**config.mk**
```make
export PLATFORM = sky130hd
export DESIGN_NAME = sha256_stream_hash
export DESIGN_NICKNAME = d
export VERILOG_FILES = /design/src/sv/sha_pkg.sv /design/src/sv/sha_core.sv /design/src/sv/sha_blk_mem.sv /design/src/sv/sha256_stream_hash.sv
export SDC_FILE = /design/constraint.sdc
export NUM_CORES = 2
export LEC_CHECK = 0
export BUFFER_PORTS_ARGS = -buffer_cell sky130_fd_sc_hd__buf_2
export CAP_MARGIN = 20
export CELL_PAD_IN_SITES_DETAIL_PLACEMENT = 0
export CELL_PAD_IN_SITES_GLOBAL_PLACEMENT = 1
export CORE_ASPECT_RATIO = 1.25
export CORE_MARGIN = 2
export CORE_UTILIZATION = 55
export CTS_BUF_LIST = sky130_fd_sc_hd__clkbuf_4 sky130_fd_sc_hd__clkbuf_8
export CTS_CLUSTER_SIZE = 24
export DETAILED_ROUTE_END_ITERATION = 10
export PLACE_DENSITY_LB_ADDON = 0.05
export SYNTH_ARGS = -nofsm -noshare
export SYNTH_HDL_FRONTEND = slang
export SYNTH_SLANG_ARGS = --single-unit
```
**constraint.sdc**
```tcl
create_clock -name clk -period 56.8 [get_ports clk]
set_clock_uncertainty 0.2 [all_clocks]
set_input_delay 11.36 -clock clk [delete_from_list [all_inputs] [get_ports clk]]
set_output_delay 11.36 -clock clk [all_outputs]
set_load 0.1 [all_outputs]
```
**src/sv/sha_pkg.sv**
```systemverilog
// ----------------------------------------------------------------------------
// sha_pkg
// Constants and functions shared by the SHA-256 stream hasher.
// ----------------------------------------------------------------------------
package sha_pkg;

  localparam int RoundCount = 64;
  localparam int BlockBytes = 64;
  localparam int WordCount  = 8;

  localparam logic [7:0] PadByte   = 8'h80;
  localparam logic [5:0] LenOffset = 6'd56;

  typedef logic [31:0] word_t;

  typedef struct packed {
    logic start;
    logic blk;
  } cmp_req_t;

  typedef struct packed {
    logic busy;
    logic done;
  } cmp_sts_t;

  function automatic word_t round_k(input logic [5:0] idx);
    word_t k;
    case (idx)
      6'd0: k = 32'h428a2f98;  6'd1: k = 32'h71374491;
      6'd2: k = 32'hb5c0fbcf;  6'd3: k = 32'he9b5dba5;
      6'd4: k = 32'h3956c25b;  6'd5: k = 32'h59f111f1;
      6'd6: k = 32'h923f82a4;  6'd7: k = 32'hab1c5ed5;
      6'd8: k = 32'hd807aa98;  6'd9: k = 32'h12835b01;
      6'd10: k = 32'h243185be; 6'd11: k = 32'h550c7dc3;
      6'd12: k = 32'h72be5d74; 6'd13: k = 32'h80deb1fe;
      6'd14: k = 32'h9bdc06a7; 6'd15: k = 32'hc19bf174;
      6'd16: k = 32'he49b69c1; 6'd17: k = 32'hefbe4786;
      6'd18: k = 32'h0fc19dc6; 6'd19: k = 32'h240ca1cc;
      6'd20: k = 32'h2de92c6f; 6'd21: k = 32'h4a7484aa;
      6'd22: k = 32'h5cb0a9dc; 6'd23: k = 32'h76f988da;
      6'd24: k = 32'h983e5152; 6'd25: k = 32'ha831c66d;
      6'd26: k = 32'hb00327c8; 6'd27: k = 32'hbf597fc7;
      6'd28: k = 32'hc6e00bf3; 6'd29: k = 32'hd5a79147;
      6'd30: k = 32'h06ca6351; 6'd31: k = 32'h14292967;
      6'd32: k = 32'h27b70a85; 6'd33: k = 32'h2e1b2138;
      6'd34: k = 32'h4d2c6dfc; 6'd35: k = 32'h53380d13;
      6'd36: k = 32'h650a7354; 6'd37: k = 32'h766a0abb;
      6'd38: k = 32'h81c2c92e; 6'd39: k = 32'h92722c85;
      6'd40: k = 32'ha2bfe8a1; 6'd41: k = 32'ha81a664b;
      6'd42: k = 32'hc24b8b70; 6'd43: k = 32'hc76c51a3;
      6'd44: k = 32'hd192e819; 6'd45: k = 32'hd6990624;
      6'd46: k = 32'hf40e3585; 6'd47: k = 32'h106aa070;
      6'd48: k = 32'h19a4c116; 6'd49: k = 32'h1e376c08;
      6'd50: k = 32'h2748774c; 6'd51: k = 32'h34b0bcb5;
      6'd52: k = 32'h391c0cb3; 6'd53: k = 32'h4ed8aa4a;
      6'd54: k = 32'h5b9cca4f; 6'd55: k = 32'h682e6ff3;
      6'd56: k = 32'h748f82ee; 6'd57: k = 32'h78a5636f;
      6'd58: k = 32'h84c87814; 6'd59: k = 32'h8cc70208;
      6'd60: k = 32'h90befffa; 6'd61: k = 32'ha4506ceb;
      6'd62: k = 32'hbef9a3f7; default: k = 32'hc67178f2;
    endcase
    return k;
  endfunction

  function automatic word_t init_hash(input logic [2:0] idx);
    word_t h;
    case (idx)
      3'd0: h = 32'h6a09e667; 3'd1: h = 32'hbb67ae85;
      3'd2: h = 32'h3c6ef372; 3'd3: h = 32'ha54ff53a;
      3'd4: h = 32'h510e527f; 3'd5: h = 32'h9b05688c;
      3'd6: h = 32'h1f83d9ab; default: h = 32'h5be0cd19;
    endcase
    return h;
  endfunction

  function automatic word_t rotr(input word_t x, input int n);
    return (x >> n) | (x << (32 - n));
  endfunction

endpackage

```
**src/sv/sha_core.sv**
```systemverilog
// ----------------------------------------------------------------------------
// sha_core
// Compression unit: one SHA-256 round per cycle over a block held in the
// two-entry block memory, message schedule in a 16-word window.
// ----------------------------------------------------------------------------
module sha_core import sha_pkg::*; (
  input  logic        clk,
  input  logic        rst_n,
  input  cmp_req_t    req,
  output cmp_sts_t    sts,
  output logic [4:0]  rd_word,
  input  word_t       rd_data,
  input  logic [2:0]  h_idx,
  output word_t       h_word,
  input  logic        h_clear
);

  localparam logic [1:0] StIdle  = 2'd0;
  localparam logic [1:0] StRound = 2'd1;
  localparam logic [1:0] StAdd   = 2'd2;

  logic [1:0] st_r, st_nxt;
  logic [6:0] rnd_r, rnd_nxt;
  logic       blk_r;
  word_t      h_r [WordCount];
  word_t      v_r [WordCount];
  word_t      w_r [16];
  word_t      wi, s0, s1, t1, t2;

  // Memory word for round r is fetched in the cycle before its round (rnd_r counts fetches).
  assign rd_word = {(st_r == StIdle) ? req.blk : blk_r, rnd_r[3:0]};
  assign h_word  = h_r[h_idx];

  always_comb begin
    s0 = rotr(w_r[1], 7) ^ rotr(w_r[1], 18) ^ (w_r[1] >> 3);
    s1 = rotr(w_r[14], 17) ^ rotr(w_r[14], 19) ^ (w_r[14] >> 10);
    if (rnd_r <= 7'd16) wi = rd_data;
    else                wi = s1 + w_r[9] + s0 + w_r[0];
    t1 = v_r[7] + (rotr(v_r[4], 6) ^ rotr(v_r[4], 11) ^ rotr(v_r[4], 25)) +
         ((v_r[4] & v_r[5]) ^ (~v_r[4] & v_r[6])) + round_k(6'(rnd_r - 7'd1)) + wi;
    t2 = (rotr(v_r[0], 2) ^ rotr(v_r[0], 13) ^ rotr(v_r[0], 22)) +
         ((v_r[0] & v_r[1]) ^ (v_r[0] & v_r[2]) ^ (v_r[1] & v_r[2]));
  end

  always_comb begin
    st_nxt  = st_r;
    rnd_nxt = rnd_r;
    case (st_r)
      StIdle: begin
        rnd_nxt = 7'd0;
        if (req.start) begin
          st_nxt  = StRound;
          rnd_nxt = 7'd1;
        end
      end
      StRound: begin
        rnd_nxt = rnd_r + 7'd1;
        if (rnd_r == 7'(RoundCount)) st_nxt = StAdd;
      end
      StAdd: begin
        st_nxt  = StIdle;
        rnd_nxt = 7'd0;
      end
      default: st_nxt = StIdle;
    endcase
  end

  always_ff @(posedge clk) begin
    if (!rst_n) begin
      st_r  <= StIdle;
      rnd_r <= 7'd0;
      blk_r <= 1'b0;
      for (int i = 0; i < WordCount; i++) h_r[i] <= init_hash(3'(i));
    end else begin
      st_r  <= st_nxt;
      rnd_r <= rnd_nxt;
      if (st_r == StIdle && req.start) blk_r <= req.blk;
      if (h_clear) begin
        for (int i = 0; i < WordCount; i++) h_r[i] <= init_hash(3'(i));
      end else if (st_r == StAdd) begin
        for (int i = 0; i < WordCount; i++) h_r[i] <= h_r[i] + v_r[i];
      end
    end
  end

  always_ff @(posedge clk) begin
    if (st_r == StIdle) begin
      for (int i = 0; i < WordCount; i++) v_r[i] <= h_r[i];
    end else if (st_r == StRound && rnd_r != 7'd0) begin
      v_r[7] <= v_r[6];
      v_r[6] <= v_r[5];
      v_r[5] <= v_r[4];
      v_r[4] <= v_r[3] + t1;
      v_r[3] <= v_r[2];
      v_r[2] <= v_r[1];
      v_r[1] <= v_r[0];
      v_r[0] <= t1 + t2;
      for (int i = 0; i < 15; i++) w_r[i] <= w_r[i+1];
      w_r[15] <= wi;
    end
  end

  assign sts.busy = (st_r != StIdle);
  assign sts.done = (st_r == StAdd);

endmodule

```
**src/sv/sha_blk_mem.sv**
```systemverilog
// ----------------------------------------------------------------------------
// sha_blk_mem
// Block memory: two 64-byte block buffers, byte write port, word read port.
// ----------------------------------------------------------------------------
module sha_blk_mem import sha_pkg::*; (
  input  logic       clk,
  input  logic       wr_en,
  input  logic [6:0] wr_addr,
  input  logic [7:0] wr_data,
  input  logic [4:0] rd_word,
  output word_t      rd_data
);

  logic [7:0] mem0 [32];
  logic [7:0] mem1 [32];
  logic [7:0] mem2 [32];
  logic [7:0] mem3 [32];

  // Byte lane = low two address bits; word address = upper bits.
  always_ff @(posedge clk) begin
    if (wr_en) begin
      case (wr_addr[1:0])
        2'd0:    mem0[wr_addr[6:2]] <= wr_data;
        2'd1:    mem1[wr_addr[6:2]] <= wr_data;
        2'd2:    mem2[wr_addr[6:2]] <= wr_data;
        default: mem3[wr_addr[6:2]] <= wr_data;
      endcase
    end
    rd_data <= {mem0[rd_word], mem1[rd_word], mem2[rd_word], mem3[rd_word]};
  end

endmodule

```
**src/sv/sha256_stream_hash.sv**
```systemverilog
// ----------------------------------------------------------------------------
// sha256_stream_hash
// SHA-256 of a byte stream, one byte per transfer, digest as eight words.
// ----------------------------------------------------------------------------
// Each byte is written into a double-buffered block memory. A full block
// starts the round unit (one round per cycle) on one buffer while bytes fill
// the other, so a long message keeps streaming while blocks compress;
// within a message in_stall rises only when a second block fills before
// the first has started compressing. From an end transfer in_stall holds
// high until the digest has gone out: padding is written one byte a cycle
// unless a pending block has not yet started (9 to 72 bytes), the one or
// two final blocks are compressed, and the eight digest words follow from
// registered state, one per transfer.
module sha256_stream_hash import sha_pkg::*; (
  input  logic        clk,
  input  logic        rst_n,
  input  logic        in_valid,
  output logic        in_stall,
  input  logic [7:0]  in_data_byte,
  input  logic        in_byte_present,
  input  logic        in_end_of_message,
  output logic        out_valid,
  input  logic        out_stall,
  output logic [31:0] out_digest_word,
  output logic [2:0]  out_word_index,
  output logic        out_last_word
);

  localparam logic [2:0] StFill = 3'd0;
  localparam logic [2:0] StPad  = 3'd1;
  localparam logic [2:0] StWait = 3'd2;
  localparam logic [2:0] StOut  = 3'd3;
  localparam logic [2:0] StHold = 3'd4;

  logic [2:0]  st_r, st_nxt;
  logic [5:0]  fill_r, fill_nxt;
  logic        buf_r, buf_nxt;
  logic [60:0] cnt_r, cnt_nxt;
  logic        pend_r, pend_nxt;
  logic        pblk_r, pblk_nxt;
  logic        two_r, two_nxt;
  logic [2:0]  oidx_r, oidx_nxt;
  logic        ov_r, ov_nxt;
  logic [63:0] bitlen;
  logic        wr_en;
  logic [7:0]  wr_data;
  logic        accept, take, cmp_go, clr;
  cmp_req_t    req;
  cmp_sts_t    sts;
  logic [4:0]  rd_word;
  word_t       rd_data, h_word;

  assign bitlen = {cnt_r, 3'b000};
  assign accept = in_valid && !in_stall;
  assign take   = out_valid && !out_stall;
  assign cmp_go = pend_r && !sts.busy;

  assign req.start = cmp_go;
  assign req.blk   = pblk_r;

  sha_blk_mem u_mem (
    .clk(clk), .wr_en(wr_en), .wr_addr({buf_r, fill_r}), .wr_data(wr_data),
    .rd_word(rd_word), .rd_data(rd_data)
  );

  sha_core u_core (
    .clk(clk), .rst_n(rst_n), .req(req), .sts(sts), .rd_word(rd_word),
    .rd_data(rd_data), .h_idx(oidx_r), .h_word(h_word), .h_clear(clr)
  );

  always_comb begin
    in_stall = !(st_r == StFill) || (pend_r && fill_r == 6'd63);
  end

  always_comb begin
    st_nxt   = st_r;
    fill_nxt = fill_r;
    buf_nxt  = buf_r;
    cnt_nxt  = cnt_r;
    pend_nxt = pend_r;
    pblk_nxt = pblk_r;
    two_nxt  = two_r;
    oidx_nxt = oidx_r;
    ov_nxt   = ov_r;
    wr_en    = 1'b0;
    wr_data  = in_data_byte;
    clr      = 1'b0;
    if (cmp_go) pend_nxt = 1'b0;
    case (st_r)
      StFill: begin
        if (accept) begin
          if (in_byte_present) begin
            wr_en    = 1'b1;
            fill_nxt = fill_r + 6'd1;
            cnt_nxt  = cnt_r + 61'd1;
            if (fill_r == 6'd63) begin
              pend_nxt = 1'b1;
              pblk_nxt = buf_r;
              buf_nxt  = !buf_r;
            end
          end
          if (in_end_of_message) begin
            st_nxt  = StPad;
            two_nxt = 1'b0;
          end
        end
      end
      StPad: begin
        // Wait for a prior block to leave the pending slot before queuing.
        if (!(pend_r && fill_r == 6'd63 && !cmp_go)) begin
          wr_en    = 1'b1;
          fill_nxt = fill_r + 6'd1;
          if (!two_r) begin
            wr_data = PadByte;
            two_nxt = 1'b1;
            if (fill_r >= LenOffset) begin
              // Length lands in the next block; zero this one out.
              oidx_nxt = 3'd1;
            end else begin
              oidx_nxt = 3'd0;
            end
          end else if (fill_r < LenOffset || oidx_r == 3'd1) begin
            wr_data = 8'h00;
          end else begin
            wr_data = bitlen[{3'd7 - fill_r[2:0], 3'b000} +: 8];
          end
          if (fill_r == 6'd63) begin
            pend_nxt = 1'b1;
            pblk_nxt = buf_r;
            buf_nxt  = !buf_r;
            if (two_nxt && oidx_nxt == 3'd1) oidx_nxt = 3'd0;
            else st_nxt = StWait;
          end
        end
      end
      StWait: begin
        if (!pend_r && sts.done) begin
          st_nxt   = StOut;
          oidx_nxt = 3'd0;
          ov_nxt   = 1'b1;
        end
      end
      StOut: begin
        if (take) begin
          oidx_nxt = oidx_r + 3'd1;
          if (oidx_r == 3'd7) begin
            ov_nxt   = 1'b0;
            st_nxt   = StHold;
          end
        end
      end
      StHold: begin
        clr      = 1'b1;
        st_nxt   = StFill;
        fill_nxt = 6'd0;
        buf_nxt  = 1'b0;
        cnt_nxt  = 61'd0;
        oidx_nxt = 3'd0;
      end
      default: st_nxt = StFill;
    endcase
  end

  always_ff @(posedge clk) begin
    if (!rst_n) begin
      st_r   <= StFill;
      fill_r <= 6'd0;
      buf_r  <= 1'b0;
      cnt_r  <= 61'd0;
      pend_r <= 1'b0;
      pblk_r <= 1'b0;
      two_r  <= 1'b0;
      oidx_r <= 3'd0;
      ov_r   <= 1'b0;
    end else begin
      st_r   <= st_nxt;
      fill_r <= fill_nxt;
      buf_r  <= buf_nxt;
      cnt_r  <= cnt_nxt;
      pend_r <= pend_nxt;
      pblk_r <= pblk_nxt;
      two_r  <= two_nxt;
      oidx_r <= oidx_nxt;
      ov_r   <= ov_nxt;
    end
  end

  assign out_valid       = ov_r;
  assign out_digest_word = h_word;
  assign out_word_index  = oidx_r;
  assign out_last_word   = (oidx_r == 3'd7);

endmodule

```
# --- Word-level counts from Yosys, hierarchy flattened ---
# Memories as Yosys holds them, arrays and structs flattened. A register that Yosys moved wholly into a read port is not among the register bits.
# Cells that the tools add are included.
word_totals:
  register_bits: 88
  ram_bits: 2048
  rom_bits: 2048
  input_bits: 14
  output_inout_bits: 38
  elab_cells: 304
  mem_count: 8
op_classes:
  add_sub_neg: 24
  n_lt_le_gt_ge: 3
  eq_ne: 24
  shifts: 1
  muxes: 143
  bitwise: 51
  reduce_logical: 38
mem_list:
  columns: ["name", "depth", "word_bits", "read_ports", "rd_ports_with_merged_regs", "write_ports", "line", "source"]
  rows:
  - ["(name not given)", 64, 32, 1, 0, 0, "sha_pkg.sv:28", "case (idx)"]
  - ["u_core.w_r", 16, 32, 16, 0, 16, "sha_core.sv:27", "word_t w_r [16];"]
  - ["u_core.h_r", 8, 32, 9, 1, 8, "sha_core.sv:25", "word_t h_r [WordCount];"]
  - ["u_core.v_r", 8, 32, 8, 0, 8, "sha_core.sv:26", "word_t v_r [WordCount];"]
  - ["u_mem.mem0", 32, 8, 1, 1, 1, "sha_blk_mem.sv:14", "logic [7:0] mem0 [32];"]
  - ["u_mem.mem1", 32, 8, 1, 1, 1, "sha_blk_mem.sv:15", "logic [7:0] mem1 [32];"]
  - ["+2 memories", null, null, null, null, null, null, null]
ops:
  columns: ["operator", "count"]
  rows:
  - ["$mux 32", 49]
  - ["$add 32x32->32", 18]
  - ["$xor 32x32->32", 9]
  - ["$and 32x32->32", 5]
  - ["$mux 61", 2]
  - ["$pmux 61 s2", 1]
  - ["$shiftx 64x7->8", 1]
  - ["$add 61x1->61 const B", 1]
  - ["$mux 3", 18]
  - ["$mux 1", 53]
  - ["$mux 8", 4]
  - ["$not 32->32", 1]
  - ["$or 10x32->32", 1]
  - ["$or 13x32->32", 1]
  - ["$or 14x32->32", 1]
  - ["$or 15x32->32", 1]
  - ["$or 19x32->32", 1]
  - ["$or 21x32->32", 1]
  - ["$or 25x32->32", 1]
  - ["$or 26x32->32", 1]
  - ["$or 30x32->32", 1]
  - ["$or 7x32->32", 1]
  - ["$xor 32x22->32", 1]
  - ["$xor 32x29->32", 1]
  - ["40 further kinds", 110]

# --- Logic depth before layout (Yosys ltp) ---
logic_depth:
  word_depth: 15
  ltp_mapped: 45
  mapped_depth_nobuf: 40

# --- By module ---
# From an unflattened synthesis, not the netlist that was laid out.
unflattened:
  cells_unflattened: 9195
  area_unflattened_um2: 111984.9
modules_own_cells:
  columns: ["module", "instances", "cells_each", "area_per_inst_um2", "seq_area_each_um2"]
  rows:
  - ["sha_core", 1, 6232, 66228.5, 30629.4]
  - ["sha_blk_mem", 1, 2407, 41048.1, 31390.1]
  - ["sha256_stream_hash", 1, 556, 4708.3, 1561.5]

# --- Worst setup path after synthesis ---
# OpenSTA, ideal clock, no wires.
synth_path:
  kind: "flip-flop to flip-flop"
  start: "register u_core.rnd_r[0]"
  end: "memory u_core.w_r[0][0] (netlist name) (enable)"
  setup_time_ns: 1.076
  arrival_time_ns: 17.173
  required_time_ns: 55.524
  slack_ns: 38.351
  path_stages_with_launch: 16
  path_buffers: 9
  synth_period_minus_slack_ns: 18.449
  cell_sequence: "dfxtp_1 buf_2 buf_2 buf_2 inv_1 clkbuf_1 ha_1 clkbuf_1 nand3_1 o21ai_0 or2_2 clkbuf_1 clkbuf_1 inv_1 clkbuf_1 clkbuf_1"
synth_rtl:
  columns: ["item", "line", "source"]
  rows:
  - ["from (decl)", "sha_core.sv:23", "logic [6:0] rnd_r, rnd_nxt;"]
  - ["from (signal assigned)", "sha_core.sv:76", "rnd_r <= rnd_nxt;"]
  - ["to (decl)", "sha_core.sv:27", null]

==> impl_metrics.yaml <==
timing:
  drv_slew: 0
  finalSetupViolCount: 0
  grt_setup_unrepaired: "no"
  setup_tns_ns: 0
  clock.fmax_mhz: 61.6
  fin_crit_ns: 16.24
  finalHoldViolCount: 0
  worst_hold_slack_ns: 0.183
  layout_setup_ws_ns: 40.56
  finalCritPeriodShare: 0.286
  slew_headroom: 0.218
  worst_pin_slew_ns: 1.17
finish:
  layout-drive-gt1-share: 0.133
  nNetsFinal: 9277
  area_delta_synth_final_pct: 9.20
  instances_no_fill: 11500
routing:
  firstDrtPassIters: 7
  route.vias.total: 71600
  remaining_drc_errors: 0
  wl_per_cell_um: 29.3
  vias_per_cell: 6.22
  wl_um: 337000
  drt_iter0_drc: 7460
  ant_nets: 0
critical_path:
  end_kind: "output port"
  worstPathArrival_ns: 4.68
  cp-start-kind: "register"
  critical_path_class: "register to output port"
  critical_path.max_fanout: 25
  required_ns: 45.24
floorplan:
  start_util: 0.554
  die-area_sq_um: 204000
  io_pins: 52
  core_area_sq_um: 199000
  die_y_um: 505
  die_x_um: 404
  std_cell_rows: 183
power_and_ir_drop:
  power-per-cell-area_nw_per_um2: 33.2
  ir_drop_mv: 0.0334
  leakage_nw: 42.3
  power_mw: 4.00
placement:
  place_inst: 10900
  io_buffer_count: 51
  place.gp.congestion: 0.977
  dp_hpwl_um: 242000
  dp_slack_ns: 41.45
clock_network:
  post_cts_buffers: 0
  clk-insertion-delay-late_ns: 1.16
  post_cts_resized: 0
  clockBufferDepth: 4
  ctsHtreeMaxLevel: 5
  cts_sinks: 2171
  numCtsBuffers: 357
  cts_tree: "done"
  cts_hold_buf: 0
  cts-root-buf: "clkbuf_8"
  clk_pin_slew_ns: 0.07
synthesis:
  synth_cell_type_count: 101
  synth_edf_count: 2016
  synth-simple-area-share: 0.0908
  yosys.area.top_type_share: 0.549
  synth_most_common_cell: "edfxtp_1"
  synth_seq_cells: 2171
  syn_inst: 8538
  synth_compound_gate_area_share: 0.0889
  yosysSeqAreaShare: 0.577
  synth_top_family_by_area: "simple AND/OR/NAND/NOR gates"
  synth-xor-area-share: 0.0488
  synth_adder_area_share: 0.0833
  synth.cells.most_frequent: "edfxtp_1 (2016), nand2_1 (1199), nor2_1 (577)"
  synth-main-ff-cell: "edfxtp_1"
  synth_area_per_cell_sq_um: 12.9
  ys_warn_count: 0
  syn_nets: 9153
  synth_area_leader_cell: "edfxtp_1"
  syn_area_sq_um: 110000
  async_reset_ff_frac: 0
  synthTopCellsByArea: "edfxtp_1 (55%), mux4_2 (7.0%), ha_1 (4.6%)"
  synthMuxAreaShare: 0.0841
grt:
  grt_max_degree: 151
  grt_overflow: 0
  track_usage: 0.330
  antenna_found_initial: 18
  grt_pass1_wl_um: 488000
  grt_pass1_vias: 70100
worst_hold_path:
  min-delay-path-class: "register to register"
job:
  maxCapViolCount: 0
run_status:
  outcome: "completed"
-- kinds of logic (layout without fill, tap and decap cells) --
group / Yosys count / count (layout)
muxes: 490 / 490
other: 0 / 13
adders and majority gates: 620 / 620
buffers and inverters: 776 / 1147
AOI/OAI and AO/OA: 1548 / 1548
and+or+nand+nor: 2321 / 2321
DFF: 2171 / 2171
xor gates and xnor gates: 612 / 612
-- power by group --
part,switching (mW),total [mW],internal (mW)
registers,0.0158,1.77,1.75
logic,0.560,0.851,0.291
clock network,0.632,1.38,0.747
total,1.21,4.00,2.79
-- path summary, 6_finish.rpt --
path	slack (ns)	endpoint	depth (start not counted)	startpoint
worst max-delay path	40.56	out_digest_word[1]	5	register
worst max register to register	43.65	u_core.v_r[0][159]	34	u_core.rnd_r[0]
worst min register to register	0.18	u_core.w_r[10][26]	0	u_core.w_r[11][26]
worst min-delay path	0.18	u_core.w_r[10][26]	0	u_core.w_r[11][26]
-- flip-flops by register name, summed over array words and instances (netlist names), named ones only --
signal and flops:
u_core.rnd_r 7, cnt_r 61, out_valid 1, u_mem.mem3 256, u_mem.rd_data 32, out_word_index 3
u_mem.mem1 256, u_mem.mem2 256, u_core.st_r 2, u_core.w_r 512, pend_r 1, u_core.h_r 256
fill_r 6, buf_r 1, st_r 3, pblk_r 1, u_mem.mem0 256, two_r 1
u_core.blk_r 1, u_core.v_r 256
-- metal layers --
layer  wire (um)  GRT usage
met5          52          0
met4       19800      0.177
met3       22800     0.0571
met2      167000      0.546
met1      128000      0.415
-- layout make-up --
type | count | area, sq um
sequential | 2171 | 63700
inverter | 377 | 1430
timing repair buffer | 164 | 1190
clock buffer | 468 | 5870
clock inverter | 138 | 1090
antenna | 13 | 32.5
fill | 15500 | 78600
multi-input combinational | 5591 | 43900
tap | 2590 | 3240
-- critical path: stages, from the launching register on --
cell and delay, ns:
dfxtp_4 0.58, buf_4 0.56, buf_4 0.57, mux4_2 0.61, o21ai_0 0.63, buf_2 0.56
-- stage by stage --
step                       util  cell area [sq um]
after floorplan               -             110000
after global placement    0.570             113000
after detailed placement  0.570             113000
after CTS                 0.605             120000
after global routing      0.605             120000
final                     0.605             120000
-- cells in the final DEF (no fill, tap or decap), drive strengths merged, types with 55 or more instances in the layout --
cell / count
inv: 379
buf: 164
mux2i: 105
fa: 196
xnor2: 389
edfxtp: 2016
o21ai: 419
nor2b: 57
dfxtp: 155
nor3: 82
a31oi: 62
nand3: 108
nand2b: 55
nor2: 580
a21o: 179
xor2: 222
nand2: 1200
ha: 405
o21bai: 55
a21oi: 434
mux4: 345
clkbuf: 468
clkinv: 110
Note: power is estimated with default switching activity, not from simulation.
